[src/hw/rtl/mwm_pkg.sv]
// Shared types and constants for the Microwire master register block.
package mwm_pkg;

    // Register numbers (byte offset divided by four).
    localparam logic [2:0] REG_DATA   = 3'd0;
    localparam logic [2:0] REG_CTRL   = 3'd1;
    localparam logic [2:0] REG_SETUP1 = 3'd2;
    localparam logic [2:0] REG_SETUP2 = 3'd3;
    localparam logic [2:0] REG_SETUP3 = 3'd4;
    localparam logic [2:0] REG_SETUP4 = 3'd5;
    localparam logic [2:0] REG_SETUP5 = 3'd6;
    localparam logic [2:0] REG_NONE   = 3'd7;

    localparam logic       ACT_BUS  = 1'b0;
    localparam logic       ACT_TICK = 1'b1;

    localparam logic [2:0] BUS_SIZE = 3'd2;

    // Control/status bits.
    localparam logic [15:0] CS_READY   = 16'h8000;
    localparam logic [15:0] CS_PENDING = 16'h4000;
    localparam logic [15:0] CS_START   = 16'h2000;
    localparam logic [15:0] CS_WMASK   = 16'h3fff;
    localparam int          CS_LEVEL   = 12;

    localparam logic [4:0]  MAX_TX_BITS = 5'd16;
    localparam int          IRQ_EN_BIT  = 1;

    typedef struct packed {
        logic        action;
        logic        is_write;
        logic [4:0]  offset;
        logic [2:0]  access_size;
        logic [15:0] write_data;
        logic [15:0] rx_word;
    } request_t;

    typedef struct packed {
        logic        bus_ok;
        logic [15:0] read_data;
        logic [3:0]  select_pins;
        logic        transfer_done;
        logic [15:0] tx_word;
        logic [4:0]  tx_bits;
        logic [4:0]  rx_bits;
        logic        tx_irq;
        logic        rx_irq;
    } result_t;

endpackage

[src/hw/rtl/mwm_core.sv]
// Register bank, chip-select action and transfer logic for one request.
module mwm_core (
    input  logic              clk,
    input  logic              rst_n,
    input  logic              fire,
    input  mwm_pkg::request_t req,
    output mwm_pkg::result_t  res
);
    import mwm_pkg::*;

    logic [15:0] data_reg,  data_next;
    logic [15:0] cs_reg,    cs_next;
    logic [5:0]  setup1_reg, setup1_next;
    logic [11:0] setup2_reg, setup2_next;
    logic [2:0]  setup3_reg, setup3_next;
    logic        setup4_reg, setup4_next;
    logic [3:0]  setup5_reg, setup5_next;
    logic [3:0]  sel_reg,   sel_next;

    logic [2:0]  idx;
    logic        ok, wr_ok, rd_ok;
    logic        do_action, changed, transfer, clr_pend;
    logic [15:0] cs_eff;
    logic [3:0]  sel_bit, sel_calc;
    logic [4:0]  ntx, nrx;
    logic [4:0]  shamt;
    logic [15:0] sent, rx_mask;
    logic [15:0] rd;

    always_comb
    begin
        idx   = req.offset[4:2];
        ok    = (req.action == ACT_BUS) && (req.access_size == BUS_SIZE)
                && (req.offset[1:0] == 2'b00) && (idx != REG_NONE);
        wr_ok = ok && req.is_write;
        rd_ok = ok && !req.is_write;

        // A control write lands first, then the select action works on it.
        if (wr_ok && idx == REG_CTRL)
            cs_eff = (cs_reg & CS_READY) | (req.write_data & CS_WMASK) | CS_PENDING;
        else
            cs_eff = cs_reg;

        do_action = (req.action == ACT_TICK) ? ((cs_reg & CS_PENDING) != 16'h0)
                                             : (wr_ok && idx == REG_CTRL);

        sel_bit  = 4'b0001 << cs_eff[11:10];
        sel_calc = cs_eff[CS_LEVEL] ? (sel_reg | sel_bit) : (sel_reg & ~sel_bit);
        changed  = do_action && (sel_calc != sel_reg);
        transfer = do_action && !changed && ((cs_eff & CS_START) != 16'h0);
        clr_pend = do_action && !changed && ((cs_eff & CS_START) == 16'h0);

        nrx = cs_eff[4:0];
        ntx = (cs_eff[9:5] > MAX_TX_BITS) ? MAX_TX_BITS : cs_eff[9:5];
        shamt = MAX_TX_BITS - ntx;
        sent  = (ntx == 5'd0) ? 16'h0 : (data_reg >> shamt[3:0]);
        rx_mask = nrx[4] ? 16'hffff : ~(16'hffff << nrx[3:0]);

        sel_next = changed ? sel_calc : sel_reg;

        if (transfer)
            data_next = req.rx_word & rx_mask;
        else if (wr_ok && idx == REG_DATA)
            data_next = req.write_data;
        else
            data_next = data_reg;

        if (transfer)
            cs_next = (cs_eff | CS_READY) & ~CS_START;
        else if (clr_pend)
            cs_next = cs_eff & ~CS_PENDING;
        else if (rd_ok && idx == REG_DATA)
            cs_next = cs_reg & ~CS_READY;
        else
            cs_next = cs_eff;

        setup1_next = (wr_ok && idx == REG_SETUP1) ? req.write_data[5:0]  : setup1_reg;
        setup2_next = (wr_ok && idx == REG_SETUP2) ? {req.write_data[11:6], 6'b0}
                                                   : setup2_reg;
        setup3_next = (wr_ok && idx == REG_SETUP3) ? req.write_data[2:0]  : setup3_reg;
        setup4_next = (wr_ok && idx == REG_SETUP4) ? req.write_data[0]    : setup4_reg;
        setup5_next = (wr_ok && idx == REG_SETUP5) ? req.write_data[3:0]  : setup5_reg;

        rd = 16'h0;
        if (rd_ok)
        begin
            unique case (idx)
                REG_DATA:   rd = data_reg;
                REG_CTRL:   rd = cs_reg;
                REG_SETUP1: rd = {10'h0, setup1_reg};
                REG_SETUP2: rd = {4'h0, setup2_reg};
                REG_SETUP3: rd = {13'h0, setup3_reg};
                REG_SETUP4: rd = {15'h0, setup4_reg};
                REG_SETUP5: rd = {12'h0, setup5_reg};
                default:    rd = 16'h0;
            endcase
        end

        res.bus_ok        = ok;
        res.read_data     = rd;
        res.select_pins   = sel_next;
        res.transfer_done = transfer;
        res.tx_word       = transfer ? sent : 16'h0;
        res.tx_bits       = transfer ? ntx : 5'd0;
        res.rx_bits       = transfer ? nrx : 5'd0;
        res.tx_irq        = transfer && setup5_reg[IRQ_EN_BIT] && (ntx != 5'd0);
        res.rx_irq        = transfer && setup5_reg[IRQ_EN_BIT] && (nrx != 5'd0);
    end

    always_ff @(posedge clk or negedge rst_n)
    begin
        if (!rst_n)
        begin
            data_reg   <= '0;
            cs_reg     <= '0;
            setup1_reg <= '0;
            setup2_reg <= '0;
            setup3_reg <= '0;
            setup4_reg <= 1'b0;
            setup5_reg <= '0;
            sel_reg    <= '0;
        end
        else if (fire)
        begin
            data_reg   <= data_next;
            cs_reg     <= cs_next;
            setup1_reg <= setup1_next;
            setup2_reg <= setup2_next;
            setup3_reg <= setup3_next;
            setup4_reg <= setup4_next;
            setup5_reg <= setup5_next;
            sel_reg    <= sel_next;
        end
    end

endmodule

[src/hw/rtl/microwire_master_registers.sv]
// Top level of the Microwire master register block: request and result registers.
//
// Usage: each request on the input channel is either a 16-bit bus access to the
// register bank (action 0) or a periodic tick (action 1). rx_word carries the
// word returned by the selected serial devices, used if a transfer runs.
// Every request yields exactly one result on the output channel: bus status,
// read data, the chip-select lines after the request and transfer details.
// Both channels use valid and stall; a request is accepted when valid is high
// and stall is low at a rising clock edge.
// Pipeline: an accepted request is held in the request register, and its result
// is then captured in the result register and shown on the output channel. The
// register bank is updated at the edge the result is captured. Throughput is one
// request per cycle while the receiver does not stall.
// Reset clears the register bank and chip-select state (not the result fields)
// and empties both stages. When the receiver stalls, the result holds and the
// request stage keeps one further request, after which in_stall rises.
module microwire_master_registers (
    input  logic        clk,
    input  logic        rst_n,
    input  logic        in_valid,
    output logic        in_stall,
    input  logic        action,
    input  logic        is_write,
    input  logic [4:0]  offset,
    input  logic [2:0]  access_size,
    input  logic [15:0] write_data,
    input  logic [15:0] rx_word,
    output logic        out_valid,
    input  logic        out_stall,
    output logic        bus_ok,
    output logic [15:0] read_data,
    output logic [3:0]  select_pins,
    output logic        transfer_done,
    output logic [15:0] tx_word,
    output logic [4:0]  tx_bits,
    output logic [4:0]  rx_bits,
    output logic        tx_irq,
    output logic        rx_irq
);
    import mwm_pkg::*;

    logic     req_valid_reg;
    request_t req_reg;
    logic     res_valid_reg;
    result_t  res_reg;
    result_t  res_comb;
    logic     req_move;
    logic     in_accept;

    assign req_move  = req_valid_reg && (!res_valid_reg || !out_stall);
    assign in_stall  = req_valid_reg && !req_move;
    assign in_accept = in_valid && !in_stall;

    mwm_core u_core (
        .clk   (clk),
        .rst_n (rst_n),
        .fire  (req_move),
        .req   (req_reg),
        .res   (res_comb)
    );

    always_ff @(posedge clk or negedge rst_n)
    begin
        if (!rst_n)
        begin
            req_valid_reg <= 1'b0;
            res_valid_reg <= 1'b0;
        end
        else
        begin
            if (in_accept)
                req_valid_reg <= 1'b1;
            else if (req_move)
                req_valid_reg <= 1'b0;

            if (req_move)
                res_valid_reg <= 1'b1;
            else if (!out_stall)
                res_valid_reg <= 1'b0;
        end
    end

    always_ff @(posedge clk)
    begin
        if (in_accept)
        begin
            req_reg.action      <= action;
            req_reg.is_write    <= is_write;
            req_reg.offset      <= offset;
            req_reg.access_size <= access_size;
            req_reg.write_data  <= write_data;
            req_reg.rx_word     <= rx_word;
        end
        if (req_move)
            res_reg <= res_comb;
    end

    assign out_valid     = res_valid_reg;
    assign bus_ok        = res_reg.bus_ok;
    assign read_data     = res_reg.read_data;
    assign select_pins   = res_reg.select_pins;
    assign transfer_done = res_reg.transfer_done;
    assign tx_word       = res_reg.tx_word;
    assign tx_bits       = res_reg.tx_bits;
    assign rx_bits       = res_reg.rx_bits;
    assign tx_irq        = res_reg.tx_irq;
    assign rx_irq        = res_reg.rx_irq;

endmodule
[config.mk]
export PLATFORM = sky130hd
export DESIGN_NAME = microwire_master_registers
export DESIGN_NICKNAME = d
export VERILOG_FILES = /design/src/hw/rtl/mwm_pkg.sv /design/src/hw/rtl/mwm_core.sv /design/src/hw/rtl/microwire_master_registers.sv
export SDC_FILE = /design/constraint.sdc
export NUM_CORES = 1
export LEC_CHECK = 0
export ABC_AREA = 1
export BUFFER_PORTS_ARGS = -buffer_cell sky130_fd_sc_hd__buf_2
export CAP_MARGIN = 30
export CORE_UTILIZATION = 45
export DETAILED_ROUTE_END_ITERATION = 12
export PLACE_DENSITY = 0.75
export SYNTH_ARGS = -nofsm -noshare
export SYNTH_HDL_FRONTEND = slang
export SYNTH_SLANG_ARGS = --single-unit
[constraint.sdc]
create_clock -name clk -period 3.5 [get_ports clk]
set_input_delay 0.35 -clock clk [delete_from_list [all_inputs] [get_ports clk]]
set_output_delay 0.35 -clock clk [all_outputs]
set_load 0.02 [all_outputs]
==> results of run 1 <==
==> layer usage <==
metal	wire length [microns]	global-route usage, %	vias to the layer above	part of all wire [%]
met3	1110	4.194	22	6.6
met5	0	0	-	0
li1	-	-	2933	-
met2	7647	32.34	238	45
met1	7849	29.95	2677	47
met4	240	6.491	0	1.4
==> layout by cell type (no fill, tap or decap), types with 15 or more instances in the layout <==
cell type,Yosys,final
nand3_1,111,111
clkbuf_16,0,21
o21ai_1,19,19
nand2_1,232,232
nand4_1,15,15
nand2_2,19,19
inv_1,70,69
dfrtp_1,58,58
buf_2,5,97
a21oi_1,21,21
nor2_1,35,35
edfxtp_1,92,92
o21ai_0,40,40
==> critical path, cell delays in order, from the launching register on <==
cell and delay (ps):
edfxtp_1 450, inv_2 110, nand2_2 90, nor2_8 260, nand4_4 330, o21ai_2 340, nand2_4 200, ha_1 350
inv_1 270, nand3_1 110, o21ai_1 130, nand3_1 120, nand3_1 100, a21oi_1 60
==> layout make-up <==
cell class                 count  share of cell area [%]
inverter                      76                   3.288
clock buffer                  25                   6.404
clock inverter                 7                  0.5575
timing repair buffer         110                   6.661
multi-input combinational    550                   31.86
sequential                   150                   48.14
tap                          216                   3.087
==> power by group <==
part | internal, uW | switching [uW]
clock network | 1120 | 707
logic | 211 | 556
registers | 2030 | 63.3
total | 3360 | 1330
==> worst max-delay path by stage <==
stage	start	end	slack [ps]	cells after the start
6_report	req_reg[38]	tx_word[1]	310	13
3_3_place_gp	req_reg[39]	tx_word[1]	300	11
5_1_grt	req_reg[38]	tx_word[1]	50	13
2_1_floorplan	out_valid	u_core.setup5_reg[0]	300	7
4_1_cts	req_reg[38]	tx_word[1]	190	13
3_5_place_dp	req_reg[38]	tx_word[1]	210	13
==> logic make-up (layout without fill, tap and decap cells) <==
family,Yosys count,after routing,synth area share (%)
AND/OR/NAND/NOR,438,438,27.98
flip-flops,150,150,56.36
AO/OA/AOI/OAI,108,108,8.735
buffers and inverters,106,218,6.342
multiplexers,3,3,0.4183
adder cells (fa/ha/maj),1,1,0.1673
==> metrics by stage <==
stage               util, %  power (uW)  cell area (sq um)
finish                54.51        4685               8753
global route          54.51        4883               8753
CTS                   54.46        4706               8746
detailed placement    50.67        2885               8137
global placement      50.67        2877               8137
floorplan                 -        2660               7477
==> reports/qor.yml, run 1 <==
outcome: "finished, final reports clean"
grt_start_max_net_pins: 43
finalHoldViolations: 0
tns_ps: 0
whs_ps: 6.562
synth_area_sq_um: 7477
antenna_found_initial: 0
startpoint_type: "flop"
reg2reg_from: "req_reg[38]"
rsz0062_at_grt: "false"
gp_congestion: 0.8998
grt_use_total_pct: 21.02
viasPerCell: 5.176
drcViolationCount: 0
cts_hold_buf: 0
timing.fmax_mhz: 313.8
fin_crit_sh_pct: 91.04
yosys.area.top_type: "edfxtp_1"
ir_drop_mv: 0.3250
instances_no_fill: 1134
num_vias: 5870
place_ws_ps: 210.8
regToRegEndpoint: "tx_word[1]"
netlist_instances: 806
clock-sinks: 150
worst_r2r_path_depth: 13
r2r_slack_ps: 310
period_needed_ps: 3186
grt_overflow: 0
register_area_sq_um: 4214
htreeDepth: 4
worstPathArrival_ps: 3350
synthTopCellsByCount: "nand2_1 (232), nand3_1 (111), edfxtp_1 (92), inv_1 (70), dfrtp_1 (58)"
tightest_slew_ps: 857.0
yosysWarnings: 0
antenna_cells: 0
end_kind: "flop"
pin_count: 98
synth-seq-cells: 150
async_flop_share_pct: 38.67
rows: 46
die_h_microns: 130.9
tritoncts: "yes"
portBuffers: 97
relSlewSlack_pct: 42.43
syn_avg_cell_area_sq_um: 9.277
ys_seq_area_share_pct: 56.36
place_inst: 1101
p_per_area_nw_per_um2: 535.2
yosys-top-cells-area: "edfxtp_1 (37%), dfrtp_1 (19%), nand2_1 (12%)"
synth_fp_nets: 853
synth_top_area_share_pct: 36.95
largest_reg_flops: 42
cts_inserted_buffers: 17
criticalPathCategory: "reg2reg"
synth_edf_count: 92
grt_pass1_wl_microns: 27050
worstHoldPathType: "in2async"
drive_above_1_share_pct: 21.35
setup_slack_ps: 313.7
dieWidth_microns: 130.9
crit_fanout: 22
path_clk_slew_ps: 60
nFillCells: 1418
synthToLayoutAreaGrowth_pct: 17.07
setup_viol: 0
synth_cell_types: 39
core_area_sq_um: 16060
cts_setup_buffers: 0
final_nets: 952
insertion_delay_ps: 420
drt-initial-drc-count: 623
yosysMostFrequentCell: "nand2_1"
dieArea_sq_um: 17130
grt_pass1_vias: 5295
initial_utilization_pct: 46.56
cp.required_ps: 3670
place_hpwl_microns: 12370
avgRoutedWirePerCell_microns: 14.86
clock_path_buffers: 2
ctsRootBufferMaster: "clkbuf_16"
p_leak_uw: 0.003851
cap_violations: 0
wl_microns: 16850
ys.flop_type: "edfxtp_1"
first_pass_iters: 8
final_antenna_net_count: 0
skew_ps: 10.22
cts.repair.resized: 0
multiInputGateArea_sq_um: 2789
maxSlewViolCount: 0
Power figures use the tool's default switching activity.
==> run 2, diff against run 1 <==
==> constraint.sdc (replaced) <==
create_clock -name clk -period 3.5 [get_ports clk]
set_input_delay 0.525 -clock clk [delete_from_list [all_inputs] [get_ports clk]]
set_output_delay 0.525 -clock clk [all_outputs]
set_load 0.02 [all_outputs]
==> run 2 against run 1 <==
  * Clock power down 3%
  * Largest power group unchanged
  * Highest routed layer unchanged
  * Global-route usage up 0.24 points
  * Die area unchanged
  * Worst setup slack better by 6.7 ps
==> reports/qor.yml, run 2 (synthesis gave the netlist of run 1 again) <==
gp_congestion: 0.9123  # +1.4%
worstHoldPathType: "in2async"
r2r_slack_ps: 320  # about the same
clock-sinks: 150  # unchanged
antenna_cells: 0  # unchanged
first_pass_iters: 7  # -1
skew_ps: 8.834  # -1.385 ps
drt-initial-drc-count: 534  # -14%
criticalPathCategory: "reg2reg"
dieWidth_microns: 130.9  # unchanged
grt_pass1_wl_microns: 27210  # +0.56%
cp.required_ps: 3670  # about the same
startpoint_type: "flop"
crit_fanout: 22  # unchanged
whs_ps: 107.2  # +100.7 ps
final_nets: 954  # +0.21%
post_dp_cell_area_sq_um: 8144  # about the same
synthToLayoutAreaGrowth_pct: 16.97  # about the same
ctsRootBufferMaster: "clkbuf_16"
tns_ps: 0  # unchanged
grt_overflow: 0  # unchanged
place_inst: 1102  # +0.091%
timing.fmax_mhz: 314.5  # +0.21%
worst_r2r_path_depth: 13  # unchanged
p_sw_share_pct: 28.56  # +0.24 points
drcViolationCount: 0  # unchanged
instances_no_fill: 1136  # +0.18%
viasPerCell: 5.203  # +0.52%
p_seq_share_pct: 45.0  # +0.4 points
final_antenna_net_count: 0  # unchanged
cts_inserted_buffers: 17  # unchanged
final_cell_mix: "nand2_1 (232), nand3_1 (111), buf_2 (97), edfxtp_1 (92), inv_1 (69)"
antenna_found_initial: 0  # unchanged
cap_violations: 0  # unchanged
insertion_delay_ps: 430  # about the same
period_needed_ps: 3180  # -6.749 ps
reg2reg_from: "req_reg[38]"
place_hpwl_microns: 12550  # +1.5%
rsz0062_at_grt: "false"
pwr-share-clk_pct: 38.4  # -0.6 points
die_h_microns: 130.9  # unchanged
maxSlewViolCount: 0  # unchanged
grt_use_total_pct: 21.26  # +0.24 points
avgRoutedWirePerCell_microns: 14.86  # about the same
finalHoldViolations: 0  # unchanged
p_leak_uw: 0.003846  # -0.12%
setup_viol: 0  # unchanged
rows: 46  # unchanged
combPwrFrac_pct: 16.6  # +0.2 points
clock_path_buffers: 2  # unchanged
ir_drop_mv: 0.3466  # +6.7%
drive_above_1_share_pct: 21.41  # +0.062 points
path_clk_slew_ps: 60  # about the same
initial_utilization_pct: 46.56  # unchanged
tritoncts: "yes"
p_int_uw: 3319  # -1.2%
fin_crit_sh_pct: 90.84  # -0.19 points
regToRegEndpoint: "tx_word[1]"
dieArea_sq_um: 17130  # unchanged
portBuffers: 97  # unchanged
relSlewSlack_pct: 48.31  # +5.9 points
p_per_area_nw_per_um2: 531.2  # -0.74%
num_vias: 5911  # +0.70%
htreeDepth: 4  # unchanged
largest_reg_flops: 42  # unchanged
cts.repair.resized: 0  # unchanged
grt_pass1_vias: 5407  # +2.1%
switchingPower_uw: 1327  # about the same
pin_count: 98  # unchanged
wl_microns: 16880  # +0.17%
outcome: "finished, final reports clean"
end_kind: "flop"
fin_area_sq_um: 8746  # about the same
worstPathArrival_ps: 3350  # about the same
tightest_slew_ps: 769.5  # -87.51 ps
core_area_sq_um: 16060  # unchanged
grt_start_max_net_pins: 43  # unchanged
final_common_cell: "nand2_1"
-- run 2: changes by cell type in the layout (fill, tap and decap cells not counted), sizes merged --
cell and change:
buf +2, clkinv +2, clkbuf -2, inv -1
bufinv +1
-- run 2: how the worst max path moves through the flow --
stage,endpoint,slack (ps),startpoint,depth (start not counted)
after floorplan,u_core.setup5_reg[0],250,out_stall,7
after global placement,tx_word[1],310,req_reg[39],11
after detailed placement,tx_word[1],230,req_reg[38],13
after CTS,tx_word[1],210,req_reg[38],13
after global routing,tx_word[1],60,req_reg[38],13
final,tx_word[1],320,req_reg[38],13
-- run 2: final cells by class --
cell class,instances,area (sq um)
multi-input combinational,550,2789
fill,1442,7312
timing repair buffer,112,598.1
sequential,150,4214
inverter,76,287.8
clock inverter,9,92.59
clock buffer,23,494.2
tap,216,270.3
-- run 2: power groups by stage --
stage | logic, uW | registers, uW | clock network (uW)
4_1_cts | 765 | 2090 | 1820
3_5_place_dp | 764 | 2120 | 0
3_3_place_gp | 756 | 2120 | 0
2_1_floorplan | 478 | 2180 | 0
6_report | 770 | 2090 | 1780
5_1_grt | 859 | 2100 | 1900
-- run 2: what timing repair did --
| action | CTS | global route |
|---|---|---|
| buffers inserted | 0 | 2 |
| hold buffers | 0 | 0 |
| endpoints found under the setup margin | 0 | 6 |
-- run 2: per-layer routing --
metal | vias to the layer above | share of wire, % | global-route usage [%]
met5 | - | 0 | 0
met4 | 0 | 1.8 | 8.046
met3 | 24 | 6.0 | 5.008
li1 | 2943 | - | -
met2 | 232 | 45 | 32.24
met1 | 2712 | 47 | 29.62
-- run 2: critical path, cell delays in order, from the launching register on --
cell      delay [ps]
edfxtp_1         440
inv_2            110
nand2_2           90
nor2_8           250
nand4_4          310
o21ai_2          360
nand2_4          200
ha_1             350
inv_1            270
nand3_1          120
o21ai_1          110
nand3_1          120
nand3_1          110
a21oi_1           70
-- run 2: stage by stage --
stage               util, %  total power (uW)  setup slack [ps]
CTS                   54.37              4674             215.0
detailed placement    50.72              2889             231.2
finish                54.46              4646             320.4
global placement      50.72              2878             306.0
global route          54.46              4862             59.17
floorplan                 -              2660             245.1
==> run 3, diff against run 2 <==
--- a/config.mk
+++ b/config.mk
@@ -5,7 +5,6 @@
 export SDC_FILE = /design/constraint.sdc
 export NUM_CORES = 1
 export LEC_CHECK = 0
-export ABC_AREA = 1
 export BUFFER_PORTS_ARGS = -buffer_cell sky130_fd_sc_hd__buf_2
 export CAP_MARGIN = 30
 export CORE_UTILIZATION = 45
==> run 3 against run 2 <==
  * Area after synthesis decreased by 3.8%
  * Count of clock-buffer cells in the layout decreased by 3
  * Synthesized cell count shrank 31%
  * Wire length rose by 1.1%
  * Power is 11% lower
  * Combinational power fell by 55%
==> reports/qor.yml, run 3 <==
grt_start_max_net_pins: 43  # unchanged
path_clk_slew_ps: 60  # about the same
worstPathArrival_ps: 3700  # +350 ps
r2r_slack_ps: 110  # -210 ps
drt-initial-drc-count: 427  # -20%
final_common_cell: "buf_2"
gp_congestion: 0.9041  # -0.90%
setup_slack_ps: 108.5  # -211.9 ps
crit_fanout: 26  # +18%
place_ws_ps: 56.69  # -174.5 ps
clock-sinks: 150  # unchanged
grt_pass1_wl_microns: 26630  # -2.1%
htreeDepth: 4  # unchanged
p_per_area_nw_per_um2: 479.6  # -9.7%
p_int_uw: 3141  # -5.4%
p_leak_uw: 0.003639  # -5.4%
end_kind: "flop"
cp.required_ps: 3810  # +140 ps
regToRegEndpoint: "u_core.data_reg[13]"
pwr-share-clk_pct: 41.4  # +3.0 points
synth-seq-cells: 150  # unchanged
pin_count: 98  # unchanged
combPwrFrac_pct: 8.4  # -8.2 points
final_nets: 724  # -24%
startpoint_type: "flop"
tightest_slew_ps: 955.2  # +185.7 ps
num_vias: 5134  # -13%
portBuffers: 97  # unchanged
worstHoldPathType: "in2async"
synth_top_area_share_pct: 38.41  # +1.5 points
outcome: "finished, final reports clean"
insertion_delay_ps: 420  # about the same
synth_cell_types: 58  # +49%
async_flop_share_pct: 38.67  # unchanged
ys_seq_area_share_pct: 58.59  # +2.2 points
viasPerCell: 5.698  # +9.5%
drive_above_1_share_pct: 34.35  # +13 points
final_antenna_net_count: 0  # unchanged
clock_path_buffers: 2  # unchanged
grt_overflow: 0  # unchanged
cap_violations: 0  # unchanged
rows: 45  # -2.2%
fin_crit_sh_pct: 96.90  # +6.1 points
tritoncts: "yes"
worst_r2r_path_depth: 10  # -3
grt_use_total_pct: 21.68  # +0.42 points
criticalPathCategory: "reg2reg"
initial_utilization_pct: 46.62  # +0.054 points
synthToLayoutAreaGrowth_pct: 20.23
synthTopCellsByCount: "edfxtp_1 (92), dfrtp_1 (58), mux2_2 (43), nor2_1 (42)"
grt_pass1_vias: 4948  # -8.5%
cp-startpoint: "req_reg[41]"
rsz0062_at_grt: "false"
place_hpwl_microns: 12530  # -0.17%
power_uw: 4147  # -11%
synth_fp_nets: 605  # -29%
p_sw_share_pct: 24.27  # -4.3 points
switchingPower_uw: 1007  # -24%
yosysWarnings: 0  # unchanged
synth_edf_count: 92  # unchanged
tns_ps: 0  # unchanged
maxSlewViolCount: 0  # unchanged
ir_drop_mv: 0.3554  # +2.5%
yosys-top-cells-area: "edfxtp_1 (38%), dfrtp_1 (20%), mux2_2 (6.7%)"
drcViolationCount: 0  # unchanged
final_cell_mix: "buf_2 (97), edfxtp_1 (92), dfrtp_1 (58), mux2_2 (43), nor2_1 (42)"
p_seq_share_pct: 50.1  # +5.1 points
die_h_microns: 128.4  # -1.9%
ctsRootBufferMaster: "clkbuf_16"
ys.flop_type: "edfxtp_1"
period_needed_ps: 3391  # +211.9 ps
largest_reg_flops: 42  # unchanged
dieArea_sq_um: 16490  # -3.8%
syn_avg_cell_area_sq_um: 12.89  # +39%
synth_area_sq_um: 7192  # -3.8%
netlist_instances: 558  # -31%
timing.fmax_mhz: 294.9  # -6.2%
skew_ps: 6.357  # -2.477 ps
antenna_found_initial: 0  # unchanged
core_area_sq_um: 15430  # -3.9%
cts_inserted_buffers: 17  # unchanged
wl_microns: 17060  # +1.1%
first_pass_iters: 5  # -2
antenna_cells: 0  # unchanged
yosys.area.top_type: "edfxtp_1"
reg2reg_from: "req_reg[41]"
yosysMostFrequentCell: "edfxtp_1"
avgRoutedWirePerCell_microns: 18.94  # +27%
dieWidth_microns: 128.4  # -1.9%
finalHoldViolations: 0  # unchanged
setup_viol: 0  # unchanged
relSlewSlack_pct: 36.32  # -12 points
==> run 3: cell count changes after synthesis, moves of 19 or more <==
cell,previous run,this run
mux2i_1,2,39
inv_1,70,22
o21ai_1,19,0
nand3_1,111,11
nand2_2,19,0
mux2_2,1,43
nand2_1,232,39
==> run 3: layout make-up <==
| cell class | instances | area (sq um) |
|---|---|---|
| clock buffers | 20 | 456.7 |
| clock inverters | 12 | 102.6 |
| fillers | 1315 | 6780 |
| inverters | 24 | 95.09 |
| multi-input cells | 356 | 2793 |
| flip-flops and latches | 150 | 4214 |
| well taps | 211 | 264.0 |
| repair buffers | 128 | 721.9 |
==> run 3: worst max path at each step <==
stage                                     end  slack, ps  cells past startpoint
final                     u_core.data_reg[13]        110                     10
after global routing      u_core.data_reg[11]         10                     10
after CTS                 u_core.data_reg[13]         50                     10
after detailed placement  u_core.data_reg[13]         60                     10
after global placement    u_core.data_reg[11]        150                     10
after floorplan                    tx_word[0]          2                     13
==> run 3: power by group through the flow <==
stage | combinational [uW] | clock (uW) | sequential (uW)
6_report | 349 | 1720 | 2080
5_1_grt | 378 | 1820 | 2090
4_1_cts | 350 | 1750 | 2080
3_5_place_dp | 349 | 0 | 2110
3_3_place_gp | 340 | 0 | 2100
2_1_floorplan | 176 | 0 | 2120
==> run 3: timing repair <==
item,4_1_cts,5_1_grt
endpoints found under the setup margin,0,24
hold buffers,0,0
buffers inserted,0,0
resized for setup,0,5
==> run 3: routing by layer <==
metal / wire (microns) / part of all wire (%) / GRT usage, % / up-vias
li1: - / - / - / 2348
met1: 7522 / 44 / 29.23 / 2543
met2: 8027 / 47 / 33.99 / 218
met3: 1158 / 6.8 / 5.281 / 25
met4: 353 / 2.1 / 8.374 / 0
met5: 0 / 0 / 0 / -
==> run 3: kinds of logic (layout without fill, tap and decap cells) <==
group	after synthesis	after routing	share of synthesized area, %
and+or+nand+nor	151	151	10.51
DFF	150	150	58.59
muxes	104	104	18.11
AOI/OAI and AO/OA	92	92	8.438
buffers and inverters	52	184	3.201
xor gates and xnor gates	8	8	0.9743
adders and majority gates	1	1	0.1739
==> run 3: per-stage QoR <==
step / util (%) / hold WS [ps] / std cells / cell area [sq um]
floorplan: - / 229.4 / 558 / 7241
global placement: 52.17 / 474.7 / 868 / 8049
detailed placement: 52.25 / 496.4 / 869 / 8060
CTS: 55.87 / 147.5 / 901 / 8620
global route: 56.05 / 181.8 / 901 / 8647
finish: 56.05 / 146.1 / 901 / 8647
==> run 3: worst max-delay path, cell delays in order (launching register included) <==
cell	delay, ps
edfxtp_1	410
or4_4	540
or3_1	400
buf_4	210
mux2_4	340
or3_4	380
nand4_4	140
inv_6	120
a21oi_4	150
buf_4	220
mux2_2	350
